$ cat config.mk
export PLATFORM = sky130hd
export DESIGN_NAME = phone_line_call_controller
export DESIGN_NICKNAME = d
export VERILOG_FILES = /design/src/rtl/plcc_pkg.sv /design/src/rtl/plcc_ram.sv /design/src/rtl/plcc_dp.sv /design/src/rtl/plcc_ctrl.sv /design/src/rtl/phone_line_call_controller.sv
export SDC_FILE = /design/constraint.sdc
export NUM_CORES = 1
export LEC_CHECK = 0
export ABC_AREA = 1
export CAP_MARGIN = 20
export CORE_UTILIZATION = 58
export DETAILED_ROUTE_END_ITERATION = 8
export DONT_BUFFER_PORTS = 1
export PLACE_DENSITY = 0.78
export SLEW_MARGIN = 20
export SYNTH_ARGS = -nofsm -noshare
export SYNTH_HDL_FRONTEND = slang
export SYNTH_SLANG_ARGS = --single-unit
$ cat constraint.sdc
create_clock -name i_clk -period 3.75 [get_ports i_clk]
set_input_delay 0.9375 -clock i_clk [delete_from_list [all_inputs] [get_ports i_clk]]
set_output_delay 0.9375 -clock i_clk [all_outputs]
set_load 0.1 [all_outputs]
$ cat src/rtl/plcc_pkg.sv
// Shared types, codes and constants of the phone line call controller.
package plcc_pkg;

    localparam int NUM_LINES = 16;
    localparam int LINE_AW   = $clog2(NUM_LINES);

    localparam logic [4:0] DIGIT_MAX  = 5'd19;
    localparam logic [4:0] NO_PARTNER = 5'd16;
    localparam logic [3:0] PLAN_SIZE  = 4'd8;

    // Line modes.
    localparam logic [3:0] M_UNINIT  = 4'd0;
    localparam logic [3:0] M_IDLE    = 4'd1;
    localparam logic [3:0] M_DIAL    = 4'd2;
    localparam logic [3:0] M_AWAIT   = 4'd3;
    localparam logic [3:0] M_REQRING = 4'd4;
    localparam logic [3:0] M_RINGING = 4'd5;
    localparam logic [3:0] M_TRAFFIC = 4'd6;
    localparam logic [3:0] M_BUSY    = 4'd8;
    localparam logic [3:0] M_UNREACH = 4'd9;

    // Handset states reported by a poll.
    localparam logic [2:0] S_IDLE    = 3'd0;
    localparam logic [2:0] S_DIAL    = 3'd1;
    localparam logic [2:0] S_RING    = 3'd2;
    localparam logic [2:0] S_TRAFFIC = 3'd3;
    localparam logic [2:0] S_UNREACH = 3'd4;

    // Commands to the line.
    localparam logic [2:0] C_NONE    = 3'd0;
    localparam logic [2:0] C_RING    = 3'd1;
    localparam logic [2:0] C_DISMISS = 3'd2;
    localparam logic [2:0] C_PLAIN   = 3'd3;
    localparam logic [2:0] C_DISC    = 3'd4;

    // Tone recordings.
    localparam logic [1:0] T_DIAL     = 2'd0;
    localparam logic [1:0] T_BUSY     = 2'd1;
    localparam logic [1:0] T_RINGBACK = 2'd2;

    localparam logic [7:0] ASCII_0 = 8'h30;
    localparam logic [7:0] ASCII_1 = 8'h31;
    localparam logic [7:0] ASCII_8 = 8'h38;

    // Configuration register map.
    localparam int         CFG_AW       = 3;
    localparam logic [0:0] REG_DIALABLE = 1'b0;
    localparam logic [3:0] DIALABLE_RST = 4'd8;

    typedef struct packed {
        logic [3:0] line_index;
        logic [2:0] phone_status;
        logic [7:0] dial_digit;
    } t_in;

    typedef struct packed {
        logic [2:0] command;
        logic [3:0] line_mode;
        logic [4:0] partner_line;
        logic       tone_on;
        logic [1:0] tone_select;
    } t_out;

    // Everything the block keeps for one line but its valid flag, stored as one memory word.
    typedef struct packed {
        logic [3:0]  mode;
        logic [4:0]  partner;
        logic [2:0]  pending;
        logic [4:0]  count;
        logic [15:0] digits;
        logic        tone_on;
        logic [1:0]  tone_sel;
    } t_entry;

    localparam int ENTRY_W = $bits(t_entry);

    localparam t_entry RESET_ENTRY = '{
        mode:     M_UNINIT,
        partner:  NO_PARTNER,
        pending:  C_NONE,
        count:    5'd0,
        digits:   16'h0000,
        tone_on:  1'b0,
        tone_sel: T_DIAL
    };

    typedef enum logic [1:0] {
        ST_IDLE,
        ST_EVAL,
        ST_CALC,
        ST_OTHER
    } t_state;

    typedef enum logic [1:0] {
        OTH_NONE,
        OTH_CLEAR,
        OTH_RING
    } t_oth_op;

    typedef struct packed {
        logic accept;
        logic eval;
        logic calc;
        logic oth_wr;
    } t_dp_cmd;

    typedef struct packed {
        logic need_other;
    } t_dp_stat;

endpackage

$ cat src/rtl/plcc_ram.sv
// Generic single-write, single-read RAM with registered read data.
module plcc_ram #(
    parameter int WIDTH = 8,
    parameter int DEPTH = 16
) (
    input  logic                     i_clk,
    input  logic                     i_we,
    input  logic [$clog2(DEPTH)-1:0] i_waddr,
    input  logic [WIDTH-1:0]         i_wdata,
    input  logic [$clog2(DEPTH)-1:0] i_raddr,
    output logic [WIDTH-1:0]         o_rdata
);

    logic [WIDTH-1:0] r_mem [DEPTH];
    logic [WIDTH-1:0] r_rdata;

    always_ff @(posedge i_clk) begin
        if (i_we) begin
            r_mem[i_waddr] <= i_wdata;
        end
        r_rdata <= r_mem[i_raddr];
    end

    assign o_rdata = r_rdata;

endmodule

$ cat src/rtl/plcc_dp.sv
// Datapath: line table memory, valid flags, call state update and result register.
module plcc_dp (
    input  logic              i_clk,
    input  logic              i_rst_n,
    input  plcc_pkg::t_dp_cmd i_cmd,
    input  plcc_pkg::t_in     i_item,
    input  logic [3:0]        i_dialable,
    output plcc_pkg::t_dp_stat o_stat,
    output plcc_pkg::t_out    o_result
);

    localparam int AW = plcc_pkg::LINE_AW;

    plcc_pkg::t_in     r_item;
    plcc_pkg::t_entry  r_ent;
    plcc_pkg::t_out    r_result;
    plcc_pkg::t_oth_op r_oth_op;
    logic [AW-1:0]     r_oth_tgt;
    logic [plcc_pkg::NUM_LINES-1:0] r_valid;
    logic              r_rd_valid;

    logic [plcc_pkg::ENTRY_W-1:0] ram_rdata;
    logic [plcc_pkg::ENTRY_W-1:0] ram_wdata;
    logic [AW-1:0]     ram_raddr;
    logic [AW-1:0]     ram_waddr;
    logic              ram_we;

    plcc_pkg::t_entry  q_ent;
    plcc_pkg::t_entry  n_ent;
    plcc_pkg::t_entry  oth_ent;
    plcc_pkg::t_entry  w_ent;
    plcc_pkg::t_out    n_result;
    plcc_pkg::t_oth_op n_oth_op;
    logic [AW-1:0]     n_oth_tgt;
    logic [AW-1:0]     own_line;
    logic              in_range;

    // Update terms.
    logic [3:0]  mode;
    logic [4:0]  part;
    logic [2:0]  pend;
    logic [4:0]  cnt;
    logic [15:0] dig;
    logic        ton;
    logic [1:0]  tsel;
    logic [3:0]  pmode;
    logic        p_is_line;
    logic [3:0]  limit;
    logic [7:0]  d1_off;
    logic        dial_hit;
    logic [AW-1:0] dial_line;

    assign own_line = r_item.line_index[AW-1:0];
    assign in_range = {1'b0, r_item.line_index} < 5'(plcc_pkg::NUM_LINES);

    // An entry never written reads as its reset value.
    assign q_ent = r_rd_valid ? plcc_pkg::t_entry'(ram_rdata) : plcc_pkg::RESET_ENTRY;

    always_comb begin
        mode      = r_ent.mode;
        part      = r_ent.partner;
        pend      = r_ent.pending;
        cnt       = r_ent.count;
        dig       = r_ent.digits;
        ton       = r_ent.tone_on;
        tsel      = r_ent.tone_sel;
        pmode     = q_ent.mode;
        n_oth_op  = plcc_pkg::OTH_NONE;
        n_oth_tgt = part[AW-1:0];
        p_is_line = part < 5'(plcc_pkg::NUM_LINES);

        // Two-digit dial plan match "0N" -> line N-1.
        limit     = (i_dialable > plcc_pkg::PLAN_SIZE) ? plcc_pkg::PLAN_SIZE : i_dialable;
        d1_off    = dig[15:8] - plcc_pkg::ASCII_1;
        dial_hit  = (cnt == 5'd2) && (dig[7:0] == plcc_pkg::ASCII_0)
                    && (dig[15:8] >= plcc_pkg::ASCII_1) && (dig[15:8] <= plcc_pkg::ASCII_8)
                    && (d1_off[3:0] < limit)
                    && ({1'b0, d1_off[3:0]} < 5'(plcc_pkg::NUM_LINES));
        dial_line = d1_off[AW-1:0];

        // Hang-up, except on a line in REQRING, clears the partner link on both sides.
        if (r_item.phone_status == plcc_pkg::S_IDLE && mode != plcc_pkg::M_IDLE
                && mode != plcc_pkg::M_REQRING) begin
            if (part != plcc_pkg::NO_PARTNER) begin
                if (p_is_line && part[AW-1:0] != own_line) begin
                    n_oth_op = plcc_pkg::OTH_CLEAR;
                end
                part = plcc_pkg::NO_PARTNER;
            end
            mode = plcc_pkg::M_IDLE;
        end

        unique case (mode)
            plcc_pkg::M_IDLE: begin
                ton = 1'b0;
                if (r_item.phone_status == plcc_pkg::S_DIAL) begin
                    mode = plcc_pkg::M_DIAL;
                    ton  = 1'b1;
                    tsel = plcc_pkg::T_DIAL;
                end
                if (cnt != 5'd0) begin
                    cnt = 5'd0;
                    dig = 16'h0000;
                    ton = 1'b0;
                end
            end
            plcc_pkg::M_DIAL: begin
                if (cnt != 5'd0) begin
                    ton = 1'b0;
                end
                if (part == plcc_pkg::NO_PARTNER && dial_hit) begin
                    ton  = 1'b1;
                    tsel = plcc_pkg::T_RINGBACK;
                    // A self call lands the ring request on this line itself.
                    if (dial_line == own_line) begin
                        pend = plcc_pkg::C_RING;
                        part = {1'b0, r_item.line_index};
                        mode = plcc_pkg::M_REQRING;
                    end else begin
                        part      = 5'(dial_line);
                        mode      = plcc_pkg::M_AWAIT;
                        n_oth_op  = plcc_pkg::OTH_RING;
                        n_oth_tgt = dial_line;
                    end
                end
            end
            plcc_pkg::M_AWAIT: begin
                if (!p_is_line) begin
                    mode = plcc_pkg::M_BUSY;
                    ton  = 1'b1;
                    tsel = plcc_pkg::T_BUSY;
                end else if (pmode == plcc_pkg::M_TRAFFIC) begin
                    pend = plcc_pkg::C_PLAIN;
                    mode = plcc_pkg::M_TRAFFIC;
                    ton  = 1'b0;
                end else if (pmode == plcc_pkg::M_UNREACH) begin
                    mode = plcc_pkg::M_BUSY;
                    ton  = 1'b1;
                    tsel = plcc_pkg::T_BUSY;
                end
            end
            plcc_pkg::M_REQRING: begin
                if (r_item.phone_status == plcc_pkg::S_UNREACH) begin
                    mode = plcc_pkg::M_UNREACH;
                    part = plcc_pkg::NO_PARTNER;
                end
                if (r_item.phone_status == plcc_pkg::S_RING) begin
                    mode = plcc_pkg::M_RINGING;
                end
            end
            plcc_pkg::M_RINGING: begin
                if (part == plcc_pkg::NO_PARTNER) begin
                    pend = plcc_pkg::C_DISMISS;
                end else if (r_item.phone_status == plcc_pkg::S_TRAFFIC) begin
                    mode = plcc_pkg::M_TRAFFIC;
                end
            end
            plcc_pkg::M_TRAFFIC: begin
                ton = 1'b0;
                if (!p_is_line) begin
                    pend = plcc_pkg::C_DISC;
                    mode = plcc_pkg::M_DIAL;
                    cnt  = 5'd0;
                    dig  = 16'h0000;
                    ton  = 1'b1;
                    tsel = plcc_pkg::T_DIAL;
                end else if (pmode == plcc_pkg::M_UNREACH) begin
                    mode = plcc_pkg::M_BUSY;
                    ton  = 1'b1;
                    tsel = plcc_pkg::T_BUSY;
                end
            end
            plcc_pkg::M_UNREACH: begin
                if (part != plcc_pkg::NO_PARTNER) begin
                    if (p_is_line && part[AW-1:0] != own_line) begin
                        n_oth_op = plcc_pkg::OTH_CLEAR;
                    end
                    part = plcc_pkg::NO_PARTNER;
                end
            end
            default: begin
            end
        endcase

        // Only the first two digits are kept; the count saturates.
        if (r_item.dial_digit != 8'h00 && cnt < plcc_pkg::DIGIT_MAX) begin
            if (cnt == 5'd0) begin
                dig[7:0] = r_item.dial_digit;
            end else if (cnt == 5'd1) begin
                dig[15:8] = r_item.dial_digit;
            end
            cnt = cnt + 5'd1;
        end

        n_ent.mode     = mode;
        n_ent.partner  = part;
        n_ent.pending  = plcc_pkg::C_NONE;
        n_ent.count    = cnt;
        n_ent.digits   = dig;
        n_ent.tone_on  = ton;
        n_ent.tone_sel = tsel;

        if (in_range) begin
            n_result.command      = pend;
            n_result.line_mode    = mode;
            n_result.partner_line = part;
            n_result.tone_on      = ton;
            n_result.tone_select  = tsel;
        end else begin
            n_result.command      = plcc_pkg::C_NONE;
            n_result.line_mode    = plcc_pkg::M_UNINIT;
            n_result.partner_line = plcc_pkg::NO_PARTNER;
            n_result.tone_on      = 1'b0;
            n_result.tone_select  = plcc_pkg::T_DIAL;
            n_oth_op              = plcc_pkg::OTH_NONE;
        end
    end

    // Read-modify-write of the other line's entry.
    always_comb begin
        oth_ent = q_ent;
        if (r_oth_op == plcc_pkg::OTH_RING) begin
            oth_ent.pending = plcc_pkg::C_RING;
            oth_ent.partner = {1'b0, r_item.line_index};
            oth_ent.mode    = plcc_pkg::M_REQRING;
        end else begin
            oth_ent.partner = plcc_pkg::NO_PARTNER;
        end
    end

    always_comb begin
        if (i_cmd.accept) begin
            ram_raddr = i_item.line_index[AW-1:0];
        end else if (i_cmd.eval) begin
            ram_raddr = q_ent.partner[AW-1:0];
        end else if (i_cmd.calc) begin
            ram_raddr = n_oth_tgt;
        end else begin
            ram_raddr = own_line;
        end
    end

    assign ram_we    = (i_cmd.calc && in_range) || i_cmd.oth_wr;
    assign ram_waddr = i_cmd.oth_wr ? r_oth_tgt : own_line;
    assign w_ent     = i_cmd.oth_wr ? oth_ent : n_ent;
    assign ram_wdata = w_ent;

    plcc_ram #(
        .WIDTH(plcc_pkg::ENTRY_W),
        .DEPTH(plcc_pkg::NUM_LINES)
    ) u_table (
        .i_clk  (i_clk),
        .i_we   (ram_we),
        .i_waddr(ram_waddr),
        .i_wdata(ram_wdata),
        .i_raddr(ram_raddr),
        .o_rdata(ram_rdata)
    );

    always_ff @(posedge i_clk) begin
        if (!i_rst_n) begin
            r_valid <= '0;
        end else if (ram_we) begin
            r_valid[ram_waddr] <= 1'b1;
        end
    end

    always_ff @(posedge i_clk) begin
        r_rd_valid <= r_valid[ram_raddr];
        if (i_cmd.accept) begin
            r_item <= i_item;
        end
        if (i_cmd.eval) begin
            r_ent <= q_ent;
        end
        if (i_cmd.calc) begin
            r_result  <= n_result;
            r_oth_op  <= n_oth_op;
            r_oth_tgt <= n_oth_tgt;
        end
    end

    assign o_stat.need_other = in_range && (n_oth_op != plcc_pkg::OTH_NONE);
    assign o_result          = r_result;

    a_oth_not_own: assert property (@(posedge i_clk) disable iff (!i_rst_n)
        i_cmd.oth_wr |-> (r_oth_tgt != own_line))
        else $error("other-line write aimed at the polled line");

    a_partner_range: assert property (@(posedge i_clk) disable iff (!i_rst_n)
        ram_we |-> (w_ent.partner <= plcc_pkg::NO_PARTNER))
        else $error("partner link written out of range");

endmodule

$ cat src/rtl/plcc_ctrl.sv
// Controller: sequences the table reads and writes of one poll.
module plcc_ctrl (
    input  logic               i_clk,
    input  logic               i_rst_n,
    input  logic               i_start,
    input  plcc_pkg::t_dp_stat i_stat,
    output plcc_pkg::t_dp_cmd  o_cmd,
    output logic               o_busy,
    output logic               o_done
);

    plcc_pkg::t_state r_state;
    plcc_pkg::t_state n_state;
    logic             r_done;

    always_ff @(posedge i_clk) begin
        if (!i_rst_n) begin
            r_state <= plcc_pkg::ST_IDLE;
            r_done  <= 1'b0;
        end else begin
            r_state <= n_state;
            r_done  <= (r_state == plcc_pkg::ST_CALC);
        end
    end

    always_comb begin
        n_state = r_state;
        o_cmd   = '0;
        unique case (r_state)
            plcc_pkg::ST_IDLE: begin
                if (i_start) begin
                    o_cmd.accept = 1'b1;
                    n_state      = plcc_pkg::ST_EVAL;
                end
            end
            plcc_pkg::ST_EVAL: begin
                o_cmd.eval = 1'b1;
                n_state    = plcc_pkg::ST_CALC;
            end
            plcc_pkg::ST_CALC: begin
                o_cmd.calc = 1'b1;
                n_state    = i_stat.need_other ? plcc_pkg::ST_OTHER : plcc_pkg::ST_IDLE;
            end
            plcc_pkg::ST_OTHER: begin
                o_cmd.oth_wr = 1'b1;
                n_state      = plcc_pkg::ST_IDLE;
            end
            default: begin
                n_state = plcc_pkg::ST_IDLE;
            end
        endcase
    end

    assign o_busy = (r_state != plcc_pkg::ST_IDLE);
    assign o_done = r_done;

    a_other_after_calc: assert property (@(posedge i_clk) disable iff (!i_rst_n)
        (r_state == plcc_pkg::ST_OTHER) |-> $past(r_state == plcc_pkg::ST_CALC))
        else $error("other-line write without a preceding update");

endmodule

$ cat src/rtl/phone_line_call_controller.sv
// Top level of the phone line call controller: APB register and unit wiring.
//
// Usage: each poll item (line_index, phone_status, dial_digit) is offered on
// i_item with start; it is taken at a rising edge where start is high and busy
// is low. The block updates that line's call state and answers with one result
// item (command, line_mode, partner_line, tone_on, tone_select) on o_result,
// valid for exactly one cycle while o_done is high, after the CALC state. The
// receiver cannot stall the result. An item runs through EVAL and CALC, and
// OTHER too when the poll changes another line's entry (ring request or
// partner release). The per-line state sits in one table memory with one read
// and one write port, read and written in a read-modify-write sequence, and
// that sequence sets the rate. dialable_lines is written over the APB port at
// byte address 0; the user must do so only while the block is idle, which the
// block does not enforce. Reset sets dialable_lines to 8 and clears the per-line
// valid flags, so every line reads its reset state at once; no clearing pass runs.
module phone_line_call_controller (
    input  logic                      i_clk,
    input  logic                      i_rst_n,
    input  logic                      start,
    output logic                      busy,
    input  plcc_pkg::t_in             i_item,
    output logic                      o_done,
    output plcc_pkg::t_out            o_result,
    input  logic                      psel,
    input  logic                      penable,
    input  logic                      pwrite,
    input  logic [plcc_pkg::CFG_AW-1:0] paddr,
    input  logic [31:0]               pwdata,
    output logic [31:0]               prdata,
    output logic                      pready
);

    logic [3:0]         r_dialable;
    plcc_pkg::t_dp_cmd  dp_cmd;
    plcc_pkg::t_dp_stat dp_stat;
    logic               cfg_wr;
    logic               cfg_hit;

    assign pready  = 1'b1;
    assign cfg_hit = (paddr[plcc_pkg::CFG_AW-1:2] == plcc_pkg::REG_DIALABLE);
    assign cfg_wr  = psel && penable && pwrite && pready && cfg_hit;
    assign prdata  = cfg_hit ? {28'h0000000, r_dialable} : 32'h00000000;

    always_ff @(posedge i_clk) begin
        if (!i_rst_n) begin
            r_dialable <= plcc_pkg::DIALABLE_RST;
        end else if (cfg_wr) begin
            r_dialable <= pwdata[3:0];
        end
    end

    plcc_ctrl u_ctrl (
        .i_clk  (i_clk),
        .i_rst_n(i_rst_n),
        .i_start(start),
        .i_stat (dp_stat),
        .o_cmd  (dp_cmd),
        .o_busy (busy),
        .o_done (o_done)
    );

    plcc_dp u_dp (
        .i_clk     (i_clk),
        .i_rst_n   (i_rst_n),
        .i_cmd     (dp_cmd),
        .i_item    (i_item),
        .i_dialable(r_dialable),
        .o_stat    (dp_stat),
        .o_result  (o_result)
    );

    a_result_latency: assert property (@(posedge i_clk) disable iff (!i_rst_n)
        (start && !busy) |-> ##3 o_done)
        else $error("result not delivered two cycles after accept");

    a_single_result: assert property (@(posedge i_clk) disable iff (!i_rst_n)
        o_done |=> !o_done)
        else $error("more than one result for an item");

endmodule

==> flow_summary.json, run 1 <==
{
  "dr_total_vias": 23403,
  "worstPathRequired_ns": 4.25,
  "drtAntennaViolNets": 0,
  "core_um2": 54030,
  "area_delta_synth_final_pct": 12.57,
  "max_freq_mhz": 282.4,
  "yosys-top-cells-area": "edfxtp_1, nand3_1, nand2_1",
  "post-route-min-period_ns": 3.541,
  "postRouteWirelength_um": 83760,
  "insertedDiodeCount": 0,
  "holdWs_ns": 0.4136,
  "grt_antenna_before_repair": 0,
  "die_y_um": 236.2,
  "dpl-instance-area_um2": 33180,
  "max_stage_delay_ns": 0.43,
  "first_pass_iters": 6,
  "drtIter0Drc": 3098,
  "root_buffer": "clkbuf_16",
  "h-tree-depth": 3,
  "grt_pass1_vias": 22232,
  "finalCritPeriodShare_pct": 94.42,
  "outcome": "complete, no violations",
  "track_usage_pct": 29.46,
  "drive_gt1_share_pct": 9.260,
  "synthFlopType": "edfxtp_1",
  "slowest_stage": "edfxtp_1",
  "cts_tree": "yes",
  "yosysWarnings": 0,
  "endpoint_kind": "register",
  "start_kind": "register",
  "die_area_um2": 55770,
  "fin_nets": 3279,
  "row_count": 85,
  "synth_edf_count": 648,
  "crit_type": "register to register",
  "hold_violations": 0,
  "start_util_pct": 58.86,
  "drcViolationCount": 0,
  "synth_seq_area_share_pct": 64.97,
  "postLayoutCellArea_um2": 35800,
  "grt_overflow_total": 0,
  "io_buffers": 0,
  "maxSlewViolCount": 0,
  "setup_viol": 0,
  "synth_cell_types": 51,
  "cts_buffers": 71,
  "grt_pass1_wl_um": 125000,
  "cts_num_sinks": 708,
  "clockBufferDepth": 3,
  "fin_worst_skew_ns": 0.02829,
  "insertion_delay_ns": 0.62,
  "final_common_cell": "nand2_1",
  "ys_seq_elements": 708,
  "arrival_ns": 4.04,
  "cellPowerDensity_nw_per_um2": 550.9,
  "die_w_um": 236.2,
  "grt_max_degree": 87,
  "crit_fanout": 59,
  "avgSynthCellArea_um2": 9.978,
  "hpwl_um": 46090,
  "min_path_type": "input pin to register",
  "synthesis.instances": 3187,
  "yosysTopAreaCellShare_pct": 61.19,
  "tightest_slew_ns": 1.034,
  "netlist_area_um2": 31800,
  "io-pin-count": 106,
  "synth_top_cell_by_area": "edfxtp_1",
  "synthArstFlopShare_pct": 0,
  "layout_common_cells": "nand2_1, nand3_1, edfxtp_1",
  "ir_drop_mv": 0.2995,
  "wl_per_cell_um": 21.11,
  "utilization_pct": 66.26,
  "drv_cap": 0,
  "gp_congestion": 0.9198,
  "viasPerCell": 5.898,
  "power.leakage_nw": 15.08,
  "clkSlewWorstSetupHoldPaths_ns": 0.06,
  "slew_headroom_pct": 30.78,
  "cp_cell_sequence": "nor2_2, nand2_1, nand2_1, nand2_1, ha_1, nand2_1, nand3_1, inv_1, nand3_1, nor2_1, nand3_2, nor2_4, nand3_1, nand3_4, nand2_8, nand2_8, buf_16, nand2_1, nand3_1, nand3_1, nand3_1, nand2_1"
}
-- cells in the mapped netlist (3+ instances only) --
library cell and n:
a21oi_1 15, a221oi_1 4, buf_1 8, buf_2 74, buf_4 38, buf_6 26
clkbuf_1 53, dfxtp_1 60, edfxtp_1 648, ha_1 9, inv_1 444, inv_2 6
nand2_1 838, nand2_2 6, nand3_1 706, nand3_2 5, nand3b_1 6, nand4_1 18
nor2_1 111, nor2_2 5, nor2_4 4, nor3_1 7, nor4_1 3, o21ai_0 44
o21ai_1 7, o21bai_1 5, xor2_1 6
-- registers in the layout, summed over array words and instances (netlist names), 2 cells and up --
| name | cells |
|---|---|
| u_dp.r_item | 11 |
| u_dp.r_valid | 16 |
| u_dp.r_ent | 36 |
| u_dp.u_table.r_mem | 576 |
| u_dp.o_result | 15 |
| u_dp.r_oth_tgt | 4 |
| u_dp.own_line | 4 |
| u_ctrl.r_state | 2 |
| r_dialable | 4 |
| u_dp.r_oth_op | 2 |
| u_dp.u_table.o_rdata | 36 |
-- repair_timing --
action | 4_1_cts | 5_1_grt
resized for setup | 0 | 27
hold buffers | 0 | 0
setup endpoints to repair | 0 | 245
buffers inserted | 0 | 12
-- logic make-up after synthesis --
family,share of synthesized area (%)
AND/OR/NAND/NOR,23.75
other,0.02362
buffers and inverters,9.045
AO/OA/AOI/OAI,1.692
flip-flops,64.97
XOR/XNOR,0.1652
adder cells (fa/ha/maj),0.3541
-- worst max-delay path, delay by kind of cell (launching register included) --
kind          cells  cell delay (ns)
simple gates     19             2.32
flops             1             0.43
buf+inv           2             0.33
fa+ha+maj         1             0.30
-- where the power goes --
| group | internal (mW) | switching [mW] |
|---|---|---|
| clock network | 4.10 | 2.94 |
| logic | 0.987 | 2.36 |
| registers | 9.13 | 0.200 |
| total | 14.2 | 5.50 |
-- final cells by class --
class | instances | area [um2]
well taps | 696 | 870.8
inverters | 452 | 1699
fillers | 3788 | 18230
flip-flops and latches | 708 | 20660
multi-input cells | 1856 | 8651
repair buffers | 125 | 1613
clock inverters | 22 | 232.7
clock buffers | 109 | 2073
-- routing by layer --
layer / global-route usage, % / wire (um) / share of wire [%] / vias to the layer above
met5: 0 / 0 / 0 / -
met4: 13.32 / 3071 / 3.7 / 0
met3: 5.149 / 9338 / 11 / 243
met2: 47.50 / 39970 / 48 / 1432
met1: 39.29 / 31380 / 37 / 11128
li1: - / - / - / 10600
-- worst paths after layout --
path / from / endpoint / slack, ns / depth (start not counted)
max: u_dp.r_ent[13] / u_dp.u_table.o_rdata[16] / 0.21 / 22
min: i_item[8] / u_dp.r_item[8] / 0.41 / 0
max reg2reg: u_dp.r_ent[13] / u_dp.u_table.o_rdata[16] / 0.21 / 22
min reg2reg: u_dp.r_valid[7] / u_dp.r_valid[7] / 0.46 / 2
-- per-stage QoR --
stage | worst slack [ns] | power, mW | setup TNS [ns] | instances
after detailed placement | 0.09030 | 12.62 | 0 | 3821
after global placement | 0.1804 | 12.53 | 0 | 3821
after global routing | -0.006560 | 20.33 | -0.06888 | 3968
after CTS | 0.003149 | 19.57 | 0 | 3952
final | 0.2094 | 19.72 | 0 | 3968
after floorplan | 0.5983 | 11.60 | 0 | 3214
(Power assumes the default switching activity.)
==> run 2, diff against run 1 <==
--- a/config.mk
+++ b/config.mk
@@ -7,7 +7,9 @@
 export LEC_CHECK = 0
 export ABC_AREA = 1
 export CAP_MARGIN = 20
-export CORE_UTILIZATION = 58
+export CELL_PAD_IN_SITES_DETAIL_PLACEMENT = 0
+export CELL_PAD_IN_SITES_GLOBAL_PLACEMENT = 1
+export CORE_UTILIZATION = 46
 export DETAILED_ROUTE_END_ITERATION = 8
 export DONT_BUFFER_PORTS = 1
 export PLACE_DENSITY = 0.78
==> run 2 against run 1 <==
  * Core utilization decreased by 13 points
  * Setup slack improved by 0.041 ns
  * Sequential share of layout area decreased by 0.75 points
  * Total power increased by 2.6%
  * Final area increased by 1.3%
  * Clock skew decreased by 0.0083 ns
  * Die area increased by 26%
  * Largest cell class unchanged
==> flow_summary.json, run 2 (synthesis results as in run 1) <==
{
  "insertion_delay_ns": 0.63,
  "maxSlewViolCount": 0,
  "post-route-min-period_ns": 3.500,
  "power.leakage_nw": 15.23,
  "tightest_slew_ns": 0.9626,
  "area_delta_synth_final_pct": 14.07,
  "dr_total_vias": 22480,
  "die_y_um": 264.9,
  "outcome": "complete, no violations",
  "cts_buffers": 74,
  "top_register": "u_dp.u_table.r_mem",
  "die_area_um2": 70190,
  "crit_type": "register to register",
  "stdcell_count": 4163,
  "insertedDiodeCount": 0,
  "drtAntennaViolNets": 0,
  "drv_cap": 0,
  "grt_overflow_total": 0,
  "holdWs_ns": 0.4131,
  "cts_num_sinks": 708,
  "fin_worst_skew_ns": 0.01996,
  "first_pass_iters": 6,
  "min_path_type": "input pin to register",
  "grt_max_degree": 78,
  "power_mw": 20.23,
  "h-tree-depth": 3,
  "postLayoutCellArea_um2": 36270,
  "setup_viol": 0,
  "dpl-instance-area_um2": 33550,
  "max_freq_mhz": 285.7,
  "track_usage_pct": 24.51,
  "core_um2": 68470,
  "die_w_um": 264.9,
  "clkSlewWorstSetupHoldPaths_ns": 0.06,
  "start_util_pct": 46.45,
  "cellPowerDensity_nw_per_um2": 557.7,
  "ctsHoldBuffers": 0,
  "crit_fanout": 16,
  "clockBufferDepth": 3,
  "cts_tree": "yes",
  "fin_nets": 3285,
  "ir_drop_mv": 0.5278,
  "finalCritPeriodShare_pct": 93.33,
  "start_kind": "register",
  "grt_pass1_vias": 21077,
  "grt_antenna_before_repair": 0,
  "viasPerCell": 5.400,
  "drive_gt1_share_pct": 9.662,
  "layout_common_cells": "nand2_1, nand3_1, edfxtp_1",
  "hpwl_um": 45910,
  "hold_violations": 0,
  "largest_reg_flops": 576,
  "io-pin-count": 106,
  "drtIter0Drc": 2186,
  "worstPathRequired_ns": 4.23,
  "slew_headroom_pct": 35.59,
  "final_common_cell": "nand2_1",
  "root_buffer": "clkbuf_16",
  "utilization_pct": 52.98,
  "gp_congestion": 0.8934,
  "arrival_ns": 3.98,
  "grt_pass1_wl_um": 128800,
  "postRouteWirelength_um": 87020,
  "row_count": 96,
  "io_buffers": 0,
  "fillCellCount": 5816,
  "dp.cells": 4016,
  "endpoint_kind": "register",
  "drcViolationCount": 0,
  "wl_per_cell_um": 20.90
}
[run 2: cell count changes in the layout (fill, tap and decap cells not counted), moves of 4 or more]
cell,before,now
clkbuf_1,26,17
buf_12,43,51
clkinv_2,7,14
nand2_1,829,835
bufinv_16,4,8
nand2_4,4,0
[run 2: what timing repair did]
| item | 4_1_cts | 5_1_grt |
|---|---|---|
| endpoints found under the setup margin | 0 | 196 |
| endpoints found under the hold margin | 0 | 0 |
| buffers inserted | 0 | 8 |
| resized for setup | 0 | 16 |
[run 2: worst max-delay path, stage by stage (launching register included)]
cell	delay, ns
edfxtp_1	0.43
nor2_1	0.19
nand3_1	0.10
nand2_1	0.15
nand2_1	0.12
inv_1	0.15
nand4_4	0.16
inv_2	0.12
nand2_2	0.11
nand2_2	0.19
inv_4	0.08
nor2_1	0.13
inv_1	0.10
ha_1	0.24
inv_1	0.06
nand2_1	0.08
nor2_4	0.12
nand3_2	0.17
buf_4	0.21
o21ai_1	0.09
nand3_1	0.08
nand2_1	0.13
buf_12	0.14
[run 2: final timing paths]
path	depth (start not counted)	slack, ns	start	to
max	22	0.25	u_dp.r_ent[33]	u_dp.u_table.r_mem[8][12]
min reg2reg	2	0.47	u_dp.r_valid[13]	u_dp.r_valid[13]
min	0	0.41	i_item[12]	u_dp.own_line[1]
max reg2reg	22	0.25	u_dp.r_ent[33]	u_dp.u_table.r_mem[8][12]
[run 2: layout make-up]
| class | count | area [um2] | share of cell area [%] |
|---|---|---|---|
| multi-input cells | 1855 | 8589 | 23.68 |
| well taps | 882 | 1104 | 3.042 |
| clock inverters | 38 | 494.2 | 1.362 |
| flip-flops and latches | 708 | 20660 | 56.96 |
| inverters | 452 | 1699 | 4.684 |
| repair buffers | 129 | 1700 | 4.688 |
| clock buffers | 99 | 2026 | 5.584 |
[run 2: where the power goes]
group	switching, mW	internal, mW	total [mW]
combinational	2.32	1.02	3.34
clock	3.14	4.41	7.55
sequential	0.205	9.13	9.34
[run 2: through the flow]
stage          setup TNS (ns)  setup slack, ns
2_1_floorplan               0           0.5983
3_3_place_gp                0           0.2159
3_5_place_dp                0           0.1644
4_1_cts                     0           0.1539
5_1_grt              -0.01859         -0.01211
6_report                    0           0.2502
[run 2: routing by layer]
layer | wire, um | global-route usage [%] | part of all wire (%)
met1 | 36480 | 33.03 | 42
met2 | 41580 | 40.54 | 48
met3 | 6390 | 3.651 | 7.3
met4 | 2570 | 8.421 | 3.0
met5 | 0 | 0 | 0
